## config.mk

```make
export PLATFORM = sky130hd
export DESIGN_NAME = pelco_d_frame_receiver
export DESIGN_NICKNAME = d
export VERILOG_FILES = /design/src/rtl/pdfr_pkg.sv /design/src/rtl/pdfr_in_stage.sv /design/src/rtl/pdfr_assembler.sv /design/src/rtl/pdfr_out_stage.sv /design/src/rtl/pelco_d_frame_receiver.sv
export SDC_FILE = /design/constraint.sdc
export NUM_CORES = 1
export LEC_CHECK = 0
export BUFFER_PORTS_ARGS = -buffer_cell sky130_fd_sc_hd__buf_2
export CAP_MARGIN = 25
export CELL_PAD_IN_SITES_DETAIL_PLACEMENT = 1
export CELL_PAD_IN_SITES_GLOBAL_PLACEMENT = 1
export CORE_ASPECT_RATIO = 1.25
export CORE_MARGIN = 2
export CORE_UTILIZATION = 51
export DETAILED_ROUTE_END_ITERATION = 16
export MAX_ROUTING_LAYER = met4
export PLACE_DENSITY_LB_ADDON = 0.1
export SLEW_MARGIN = 20
export SYNTH_ARGS = -nofsm -noshare
export SYNTH_HDL_FRONTEND = slang
export SYNTH_HIERARCHICAL = 1
export SYNTH_SLANG_ARGS = --single-unit
```

## constraint.sdc

```tcl
create_clock -name clk -period 12.4 [get_ports clk]
set_input_delay 2.48 -clock clk [delete_from_list [all_inputs] [get_ports clk]]
set_output_delay 2.48 -clock clk [all_outputs]
set_load 0.02 [all_outputs]
```

## src/rtl/pdfr_pkg.sv

```systemverilog
`default_nettype none

package pdfr_pkg;

    // frame layout
    localparam logic [7:0] START_BYTE  = 8'hFF;
    localparam int         PAYLOAD_LEN = 5;
    localparam logic [2:0] CNT_IDLE    = 3'd0;
    localparam logic [2:0] CNT_SYNC    = 3'd1;
    localparam logic [2:0] CNT_LAST    = 3'd6;

    // gap timeout register
    localparam int          GAP_W     = 20;
    localparam logic [19:0] GAP_RESET = 20'd10000;

    // one received byte with its arrival time
    typedef struct packed {
        logic [7:0]  rx_byte;
        logic [31:0] time_us;
    } in_item_t;

    // one assembled frame
    typedef struct packed {
        logic       frame_ok;
        logic [7:0] address;
        logic [7:0] command_one;
        logic [7:0] command_two;
        logic [7:0] data_one;
        logic [7:0] data_two;
        logic [7:0] received_checksum;
    } result_t;

endpackage

`default_nettype wire

```

## src/rtl/pdfr_in_stage.sv

```systemverilog
`default_nettype none

module pdfr_in_stage (
    input  wire logic              clk,
    input  wire logic              rst_n,
    input  wire logic              in_valid,
    output logic                   in_ready,
    input  wire pdfr_pkg::in_item_t in_item,
    input  wire logic              advance,
    output logic                   s1_valid,
    output pdfr_pkg::in_item_t     s1_item
);

    logic               valid_reg;
    logic               valid_next;
    pdfr_pkg::in_item_t item_reg;

    // the stage frees up whenever its transaction moves on
    assign in_ready   = !valid_reg || advance;
    assign valid_next = in_valid ? 1'b1 : (valid_reg && !advance);

    // valid flag
    always_ff @(posedge clk or negedge rst_n)
    begin
        if (!rst_n)
        begin
            valid_reg <= 1'b0;
        end
        else if (in_ready)
        begin
            valid_reg <= valid_next;
        end
    end

    // payload capture
    always_ff @(posedge clk)
    begin
        if (in_valid && in_ready)
        begin
            item_reg <= in_item;
        end
    end

    assign s1_valid = valid_reg;
    assign s1_item  = item_reg;

endmodule

`default_nettype wire

```

## src/rtl/pdfr_assembler.sv

```systemverilog
`default_nettype none

module pdfr_assembler (
    input  wire logic               clk,
    input  wire logic               rst_n,
    input  wire logic               cfg_we,
    input  wire logic [19:0]        cfg_wdata,
    input  wire logic               s1_valid,
    input  wire pdfr_pkg::in_item_t s1_item,
    input  wire logic               advance,
    output logic                    last_byte,
    output logic                    res_valid,
    output pdfr_pkg::result_t       res
);

    logic [19:0] gap_reg;
    logic [2:0]  count_reg;
    logic [2:0]  count_next;
    logic [7:0]  sum_reg;
    logic [7:0]  sum_next;
    logic [31:0] last_time_reg;
    logic [7:0]  payload_reg [pdfr_pkg::PAYLOAD_LEN];

    logic [31:0] elapsed;
    logic        timed_out;
    logic [2:0]  eff_count;
    logic [7:0]  eff_sum;
    logic [2:0]  wr_idx;
    logic        wr_en;
    logic [7:0]  b;

    assign b = s1_item.rx_byte;

    // gap check against the previous arrival
    assign elapsed   = s1_item.time_us - last_time_reg;
    assign timed_out = (count_reg != pdfr_pkg::CNT_IDLE) && (elapsed > {12'd0, gap_reg});
    assign eff_count = timed_out ? pdfr_pkg::CNT_IDLE : count_reg;
    assign eff_sum   = timed_out ? 8'd0 : sum_reg;

    // counts of six and the unused seven both close the frame
    assign last_byte = s1_valid && (eff_count >= pdfr_pkg::CNT_LAST);
    assign wr_idx    = eff_count - 3'd1;
    assign wr_en     = advance && (eff_count != pdfr_pkg::CNT_IDLE) && !last_byte;

    // next count and running sum
    always_comb
    begin
        count_next = eff_count;
        sum_next   = eff_sum;
        priority if (eff_count == pdfr_pkg::CNT_IDLE)
        begin
            if (b == pdfr_pkg::START_BYTE)
            begin
                count_next = pdfr_pkg::CNT_SYNC;
                sum_next   = 8'd0;
            end
        end
        else if (eff_count < pdfr_pkg::CNT_LAST)
        begin
            count_next = eff_count + 3'd1;
            sum_next   = eff_sum + b;
        end
        else
        begin
            count_next = pdfr_pkg::CNT_IDLE;
            sum_next   = 8'd0;
        end
    end

    // timeout register
    always_ff @(posedge clk or negedge rst_n)
    begin
        if (!rst_n)
        begin
            gap_reg <= pdfr_pkg::GAP_RESET;
        end
        else if (cfg_we)
        begin
            gap_reg <= cfg_wdata;
        end
    end

    // frame state
    always_ff @(posedge clk or negedge rst_n)
    begin
        if (!rst_n)
        begin
            count_reg     <= pdfr_pkg::CNT_IDLE;
            sum_reg       <= 8'd0;
            last_time_reg <= 32'd0;
        end
        else if (advance)
        begin
            count_reg     <= count_next;
            sum_reg       <= sum_next;
            last_time_reg <= s1_item.time_us;
        end
    end

    // payload bytes, no reset
    always_ff @(posedge clk)
    begin
        if (wr_en)
        begin
            payload_reg[wr_idx] <= b;
        end
    end

    // result of the closing byte
    assign res_valid             = advance && last_byte;
    assign res.frame_ok          = (eff_sum == b);
    assign res.address           = payload_reg[0];
    assign res.command_one       = payload_reg[1];
    assign res.command_two       = payload_reg[2];
    assign res.data_one          = payload_reg[3];
    assign res.data_two          = payload_reg[4];
    assign res.received_checksum = b;

endmodule

`default_nettype wire

```

## src/rtl/pdfr_out_stage.sv

```systemverilog
`default_nettype none

module pdfr_out_stage (
    input  wire logic              clk,
    input  wire logic              rst_n,
    input  wire logic              res_valid,
    input  wire pdfr_pkg::result_t res,
    output logic                   can_load,
    output logic                   out_valid,
    input  wire logic              out_ready,
    output pdfr_pkg::result_t      out_res
);

    logic              valid_reg;
    logic              valid_next;
    pdfr_pkg::result_t res_reg;

    // room when empty or when the held transaction leaves now
    assign can_load   = !valid_reg || out_ready;
    assign valid_next = res_valid || (valid_reg && !out_ready);

    // valid flag
    always_ff @(posedge clk or negedge rst_n)
    begin
        if (!rst_n)
        begin
            valid_reg <= 1'b0;
        end
        else
        begin
            valid_reg <= valid_next;
        end
    end

    // result capture
    always_ff @(posedge clk)
    begin
        if (res_valid)
        begin
            res_reg <= res;
        end
    end

    assign out_valid = valid_reg;
    assign out_res   = res_reg;

endmodule

`default_nettype wire

```

## src/rtl/pelco_d_frame_receiver.sv

```systemverilog
// a closing byte passes the input register, its result the output register
// throughput: one byte per cycle through the input register and the frame
//   update logic; a seventh byte waits only while the output register holds
//   a frame that has not been taken
// reset: async active low, clears the frame count, sum, last arrival time and
//   valid flags, loads the gap timeout with 10000; payload bytes are not reset
`default_nettype none

module pelco_d_frame_receiver (
    input  wire logic        clk,
    input  wire logic        rst_n,
    input  wire logic        cfg_we,
    input  wire logic [19:0] cfg_wdata,
    input  wire logic        in_valid,
    output logic             in_ready,
    input  wire logic [7:0]  rx_byte,
    input  wire logic [31:0] time_us,
    output logic             out_valid,
    input  wire logic        out_ready,
    output logic             frame_ok,
    output logic [7:0]       address,
    output logic [7:0]       command_one,
    output logic [7:0]       command_two,
    output logic [7:0]       data_one,
    output logic [7:0]       data_two,
    output logic [7:0]       received_checksum
);

    pdfr_pkg::in_item_t in_item;
    pdfr_pkg::in_item_t s1_item;
    pdfr_pkg::result_t  res;
    pdfr_pkg::result_t  out_res;
    logic               s1_valid;
    logic               advance;
    logic               last_byte;
    logic               res_valid;
    logic               can_load;

    assign in_item.rx_byte = rx_byte;
    assign in_item.time_us = time_us;

    // a byte moves on unless it closes a frame and the output is full
    assign advance = s1_valid && (!last_byte || can_load);

    pdfr_in_stage u_in (
        .clk      (clk),
        .rst_n    (rst_n),
        .in_valid (in_valid),
        .in_ready (in_ready),
        .in_item  (in_item),
        .advance  (advance),
        .s1_valid (s1_valid),
        .s1_item  (s1_item)
    );

    pdfr_assembler u_asm (
        .clk       (clk),
        .rst_n     (rst_n),
        .cfg_we    (cfg_we),
        .cfg_wdata (cfg_wdata),
        .s1_valid  (s1_valid),
        .s1_item   (s1_item),
        .advance   (advance),
        .last_byte (last_byte),
        .res_valid (res_valid),
        .res       (res)
    );

    pdfr_out_stage u_out (
        .clk       (clk),
        .rst_n     (rst_n),
        .res_valid (res_valid),
        .res       (res),
        .can_load  (can_load),
        .out_valid (out_valid),
        .out_ready (out_ready),
        .out_res   (out_res)
    );

    // result fields
    assign frame_ok          = out_res.frame_ok;
    assign address           = out_res.address;
    assign command_one       = out_res.command_one;
    assign command_two       = out_res.command_two;
    assign data_one          = out_res.data_one;
    assign data_two          = out_res.data_two;
    assign received_checksum = out_res.received_checksum;

endmodule

`default_nettype wire

```

After elaboration in Yosys (flattened, before gate mapping)
Memory sizes are Yosys's and may differ from the RTL's. A register that Yosys moved wholly into a read port is not among the register bits.
Index checks and enable logic that the tools add are counted.
- output and inout port bits: 51
- memories kept: 1
- input port bits: 65
- bits in registers: 114
- memory bits (writable): 40
- memories (name ; depth ; bits a word ; read ports ; clocked after Yosys merged registers in ; write ports ; line ; RTL):
    u_asm.payload_reg ; 5 ; 8 ; 5 ; 5 ; 1 ; pdfr_assembler.sv:22 ; logic [7:0] payload_reg [pdfr_pkg::PAYLOAD_LEN];
- order comparisons: 3
- equal/unequal tests: 2
- $add $sub $neg: 4
- mux-type cells: 11
- reduce and logical (&&, ||, !) cells: 21
- operators by type and width (kind ; number):
    $gt A32 B20 Y1 ; 1
    $mux W8 ; 4
    $sub A32 B32 Y32 ; 1
    $mux W3 ; 4
    $logic_and A1 B1 Y1 ; 9
    $add A8 B8 Y8 ; 1
    $eq A8 B8 Y1 ; 1
    $eq A8 B8 Y1 const B ; 1
    $reduce_bool A3 Y1 ; 2
    $logic_not A1 Y1 ; 5
    $logic_or A1 B1 Y1 ; 4
    $add A3 B1 Y3 const B ; 1
    $ge A3 B3 Y1 const B ; 1
    $logic_not A3 Y1 ; 1
    $lt A3 B3 Y1 const B ; 1
    $mux W1 ; 3
    $sub A3 B1 Y3 const B ; 1

Depth between registers and ports, before layout
- depth after elaboration: 13
- gate-level depth with buffers: 34
- mapped depth without buffers: 34

Modules after synthesis
Netlist, hierarchy kept.
- by module, submodules not included (module ; area each (um2) ; cells each ; times used ; seq. area each (um2)):
    pdfr_assembler ; 6730.2 ; 703 ; 1 ; 2783.9
    pdfr_out_stage ; 1519.0 ; 52 ; 1 ; 1496.4
    pdfr_in_stage ; 1255.0 ; 44 ; 1 ; 1226.2
    pelco_d_frame_receiver ; 11.3 ; 2 ; 1 ; 0.0

Worst setup path before layout
No wires, ideal clock.
- path type: register to output
- start: register u_in.item_reg, in the netlist u_in/s1_item[0]
- end: output in_ready
- cell stages (with the launch flop): 25
- arrival time: 4.374 ns
- slack: 5.546 ns
- required time: 9.920 ns
- path through: edfxtp_1 -> inv_1 -> ha_1 -> inv_1 -> fa_1 -> a21o_1 -> a221o_1 -> a21oi_1 -> nor2b_1 -> nor2_1 -> o21ai_0 -> a21oi_1 -> o21ai_0 -> xor2_1 -> ha_1 -> and4_1 -> nand2_1 -> a2bb2oi_1 -> a2111o_1 -> o22ai_1 -> nor4_4 -> nand2_2 -> nor2_1 -> a21boi_1 -> nand2b_4
- word-level cells in the longest chain between the ends: 10
- ends and longest elaborated chain (item ; line ; RTL):
    start, declared ; pdfr_in_stage.sv:16 ; pdfr_pkg::in_item_t item_reg;
    start signal, assigned ; pdfr_in_stage.sv:40 ; item_reg <= in_item;
    $sub A32 B32 Y32 ; pdfr_assembler.sv:35 ; assign elapsed = s1_item.time_us - last_time_reg;
    $gt A32 B20 Y1 ; pdfr_assembler.sv:36 ; assign timed_out = (count_reg != pdfr_pkg::CNT_IDLE) && (elapsed > {12'd0, gap_reg});
    $logic_and A1 B1 Y1 ; pdfr_assembler.sv:36 ;
    $mux W3 ; pdfr_assembler.sv:37 ; assign eff_count = timed_out ? pdfr_pkg::CNT_IDLE : count_reg;
    $ge A3 B3 Y1 ; pdfr_assembler.sv:41 ; assign last_byte = s1_valid && (eff_count >= pdfr_pkg::CNT_LAST);
    $logic_and A1 B1 Y1 ; pdfr_assembler.sv:41 ;
    named net last_byte ; pelco_d_frame_receiver.sv:35 ; logic last_byte;
    $logic_not A1 Y1 ; pelco_d_frame_receiver.sv:43 ; assign advance = s1_valid && (!last_byte || can_load);
    $logic_or A1 B1 Y1 ; pelco_d_frame_receiver.sv:43 ;
    $logic_and A1 B1 Y1 ; pelco_d_frame_receiver.sv:43 ;
    named net advance ; pelco_d_frame_receiver.sv:34 ; logic advance;
    $logic_or A1 B1 Y1 ; pdfr_in_stage.sv:19 ; assign in_ready = !valid_reg || advance;
    end, declared ; pelco_d_frame_receiver.sv:15 ; output logic in_ready,
The timed path passes the listed nets, and every way through them passes these cells.

Worst setup path in the final report
Same ends and word-level chain as after synthesis.

==> impl_results.md <==
* Setup crit end kind: primary output
* Clk_lat worst skew at around 0.44 ns
* Reg area at 5510 µm²
* Die height at approximately 160 µm
* Least-Margin Pin Slew at 1.02 ns
* Maximum clock insertion buffer count at 2
* Kind of critical path: flop to primary output
* WP data arrival at between 5 and 6 ns
* Final nets at about 1,000
* Final worst slack at 4.26 ns
* Top-Level Pins at 116
* Post-synthesis cell count at approximately 800
* HP Class: flop to flop
* Dpl ws at about 4.8 ns
* Area growth, synth to finish at 14.4%
* Netlist cell types at ~80
* Synth Cell Area at about 9500 µm²
* Row count at 55
* Commonest cells post-synth: edfxtp_1, nand2_1, o21ai_0, inv_1, ha_1
* PD cells at 151 nW/µm²
* Min cycle time layout at slightly above 8 ns
* Layout cells sized above 1 at around a fifth
* Logic pwr share at a little over 20%
* Slew Limit Fails at 0
* Area occupied by multi-input gates at about 3600 µm²
* RD Place Congestion at 0.862
* HPWL Detailed at roughly 17 mm
* Clk pwr share at 34.9%
* Rel. slew slack at 31.4%
* Post-route setup TNS at 0 ns
* Synthesized flop and latch total at about 190
* Worst Setup Start Kind: flop
* Diodes inserted at 0
* First-pass GRT wire length at 36.6 mm
* Max reg flops at 49
* CTS Buf Count at 17
* Starting density of the core at between 50% and 60%
* Seq pwr share at between 40 and 50%
* Initial DRC count at ~390
* Syn_nets at ~930
* Sequential cell area fraction in the yosys report at between 50 and 60%
* 1st-pass router iterations at 4
* Final Hold Vio Count at 0
* Via count at 6,515
* Tcrit/Tclk final at between 60% and 70%
* Die Width at between 100 and 150 µm
* Grt ovf at 0
* Sw Ratio at a little under a third
* Ys async rst share at about 34%
* Syn avg cell area at 11.9 µm²
* Number of global-route vias before repair at 7,117
* Vias/cell at between 5 and 6
* Fillers at a little under 2,000
* Synth top area cells: edfxtp_1, dfrtp_1, ha_1, o21ai_0, nand2_1
* Peak VDD IR at slightly below 100 µV
* Ys Warns at 6
* Max FO, Critical Path at 6
* CTS tree: yes
* Antenna-violating nets left at 0
* Critical Path RT at 9.92 ns
* Most frequent cell after synthesis: edfxtp_1
* Area leader, netlist: edfxtp_1
* Status: finished clean
* Ys flop type: edfxtp_1
* Post-CTS setup buffers at 0
* Synth top area share at between 40% and 50%
* Pint at between 1 and 1.5 mW
* Max frequency at roughly 120 MHz
* Core area at about 18,000 µm²
* Clock net sink count at slightly below 200
* Net Switching at 495 µW
* Clk root buf: clkbuf_16
* Initial antenna violation count at 0
* GRT Resource Usage Total at about 24%
* Placed Cells incl. Taps at about 1,100
* Post-route DRC at 0
* Port bufs at 115
* Worst Skew at between 0.015 and 0.02 ns
* Die area at 19,800 µm²
* Post-cts resize count at 0
* # H-tree levels at 4
* Max Cap Viol at 0
* Number of setup violations in the final report at 0
* Post-synth EDFFs at roughly 130
* Drt wl/cell at just under 20 µm
* Fin cells at between 1,000 and 1,500
* WL final at about 22 mm
* RSZ-0062 raised after global routing: false
* Leakage at 4.58 nW
* Cts hold-fix bufs at 0
* Largest net degree at the start of global routing at 83
* Clock-pin slew on the worst setup and hold paths at 0.07 ns
-- layer usage --
layer  routed length, µm  vias to the layer above  part of all wire [%]  global-route usage, %
met5                   0                        -                     0                      -
met4                 527                        0                   2.3                   9.47
met3                 705                       41                   3.1                   2.97
met2               12300                      145                    55                   45.4
met1                8950                     3217                    40                   26.4
li1                    -                     3112                     -                      -
-- cells by family after synthesis --
| group | share of synthesized area (%) |
|---|---|
| compound gates | 14.3 |
| fa+ha+maj | 8.44 |
| simple gates | 11.2 |
| xor+xnor | 2.85 |
| flops | 57.9 |
| buf+inv | 4.47 |
| mux | 0.841 |
-- critical path, stage by stage, from the launching register on --
cell	delay (ns)
edfxtp_1	0.39
inv_1	0.07
ha_1	0.17
inv_1	0.06
fa_1	0.41
a21o_1	0.21
a221o_1	0.33
a21oi_1	0.19
nor2b_1	0.06
nor2_1	0.18
o21ai_0	0.16
a21oi_1	0.29
xnor2_1	0.11
ha_1	0.32
nand4_1	0.16
nor4_1	0.41
and2_1	0.23
a2111o_1	0.10
o22ai_1	0.13
nor4_4	0.35
nand2_2	0.22
nor2_1	0.27
a21boi_4	0.08
nand2b_4	0.16
buf_2	0.16
-- layout by cell type, fill, tap and decap left out, types with 4 or more instances in the layout --
cell	n
edfxtp_1	129
buf_2	115
nand2_1	88
o21ai_0	71
inv_1	64
ha_1	61
dfrtp_1	60
a21oi_1	50
nor2_1	24
xnor2_1	20
clkbuf_16	17
nand4_1	11
a21o_1	11
xor2_1	11
o21a_1	10
nand2b_1	8
nand3_1	7
o21ai_1	7
buf_4	6
o211ai_1	6
nor2b_1	6
nor3_1	6
and2b_2	6
a32o_1	6
clkinv_8	5
and2_1	5
and4_1	5
nor4_1	5
dfstp_2	5
o21bai_1	4
a21oi_2	4
o31ai_1	4
-- metrics by stage --
step / total power, mW / instance area, µm² / hold slack, ns / util (%)
after floorplan: 0.985 / 9520 / 0.400 / -
after global routing: 1.72 / 10900 / 0.429 / 59.9
after detailed placement: 1.08 / 10200 / 0.406 / 56.4
final: 1.64 / 10900 / 0.423 / 59.9
after CTS: 1.65 / 10900 / 0.423 / 59.9
after global placement: 1.06 / 10200 / 0.402 / 56.4
-- worst paths after layout --
check	startpoint	to	slack, ns	depth (start not counted)
worst max-delay path	u_in/s1_item[0]	in_ready	4.26	24
worst min-delay path	u_asm/payload_reg[3][3]	u_out/out_res[19]	0.42	0
worst max register to register	u_in/s1_item[0]	u_asm/sum_reg[7]	5.25	32
worst min register to register	u_asm/payload_reg[3][3]	u_out/out_res[19]	0.42	0
max in group asynchronous	rst_n	u_asm/last_time_reg[30]	9.61	2
min in group asynchronous	rst_n	u_asm/last_time_reg[7]	2.23	2
-- cell type report --
class	count	area share (%)
clock inverter	15	1.92
sequential	194	50.6
inverter	64	2.21
timing repair buffer	121	5.70
tap	228	2.62
clock buffer	17	3.91
multi-input combinational	510	33.0
-- power by group through the flow --
stage	registers, mW	clock network [mW]	logic [mW]
after global placement	0.745	0	0.315
after floorplan	0.742	0	0.244
final	0.733	0.572	0.334
after detailed placement	0.747	0	0.329
after CTS	0.733	0.584	0.334
after global routing	0.736	0.608	0.375
Note: power is estimated with default switching activity, not from simulation.
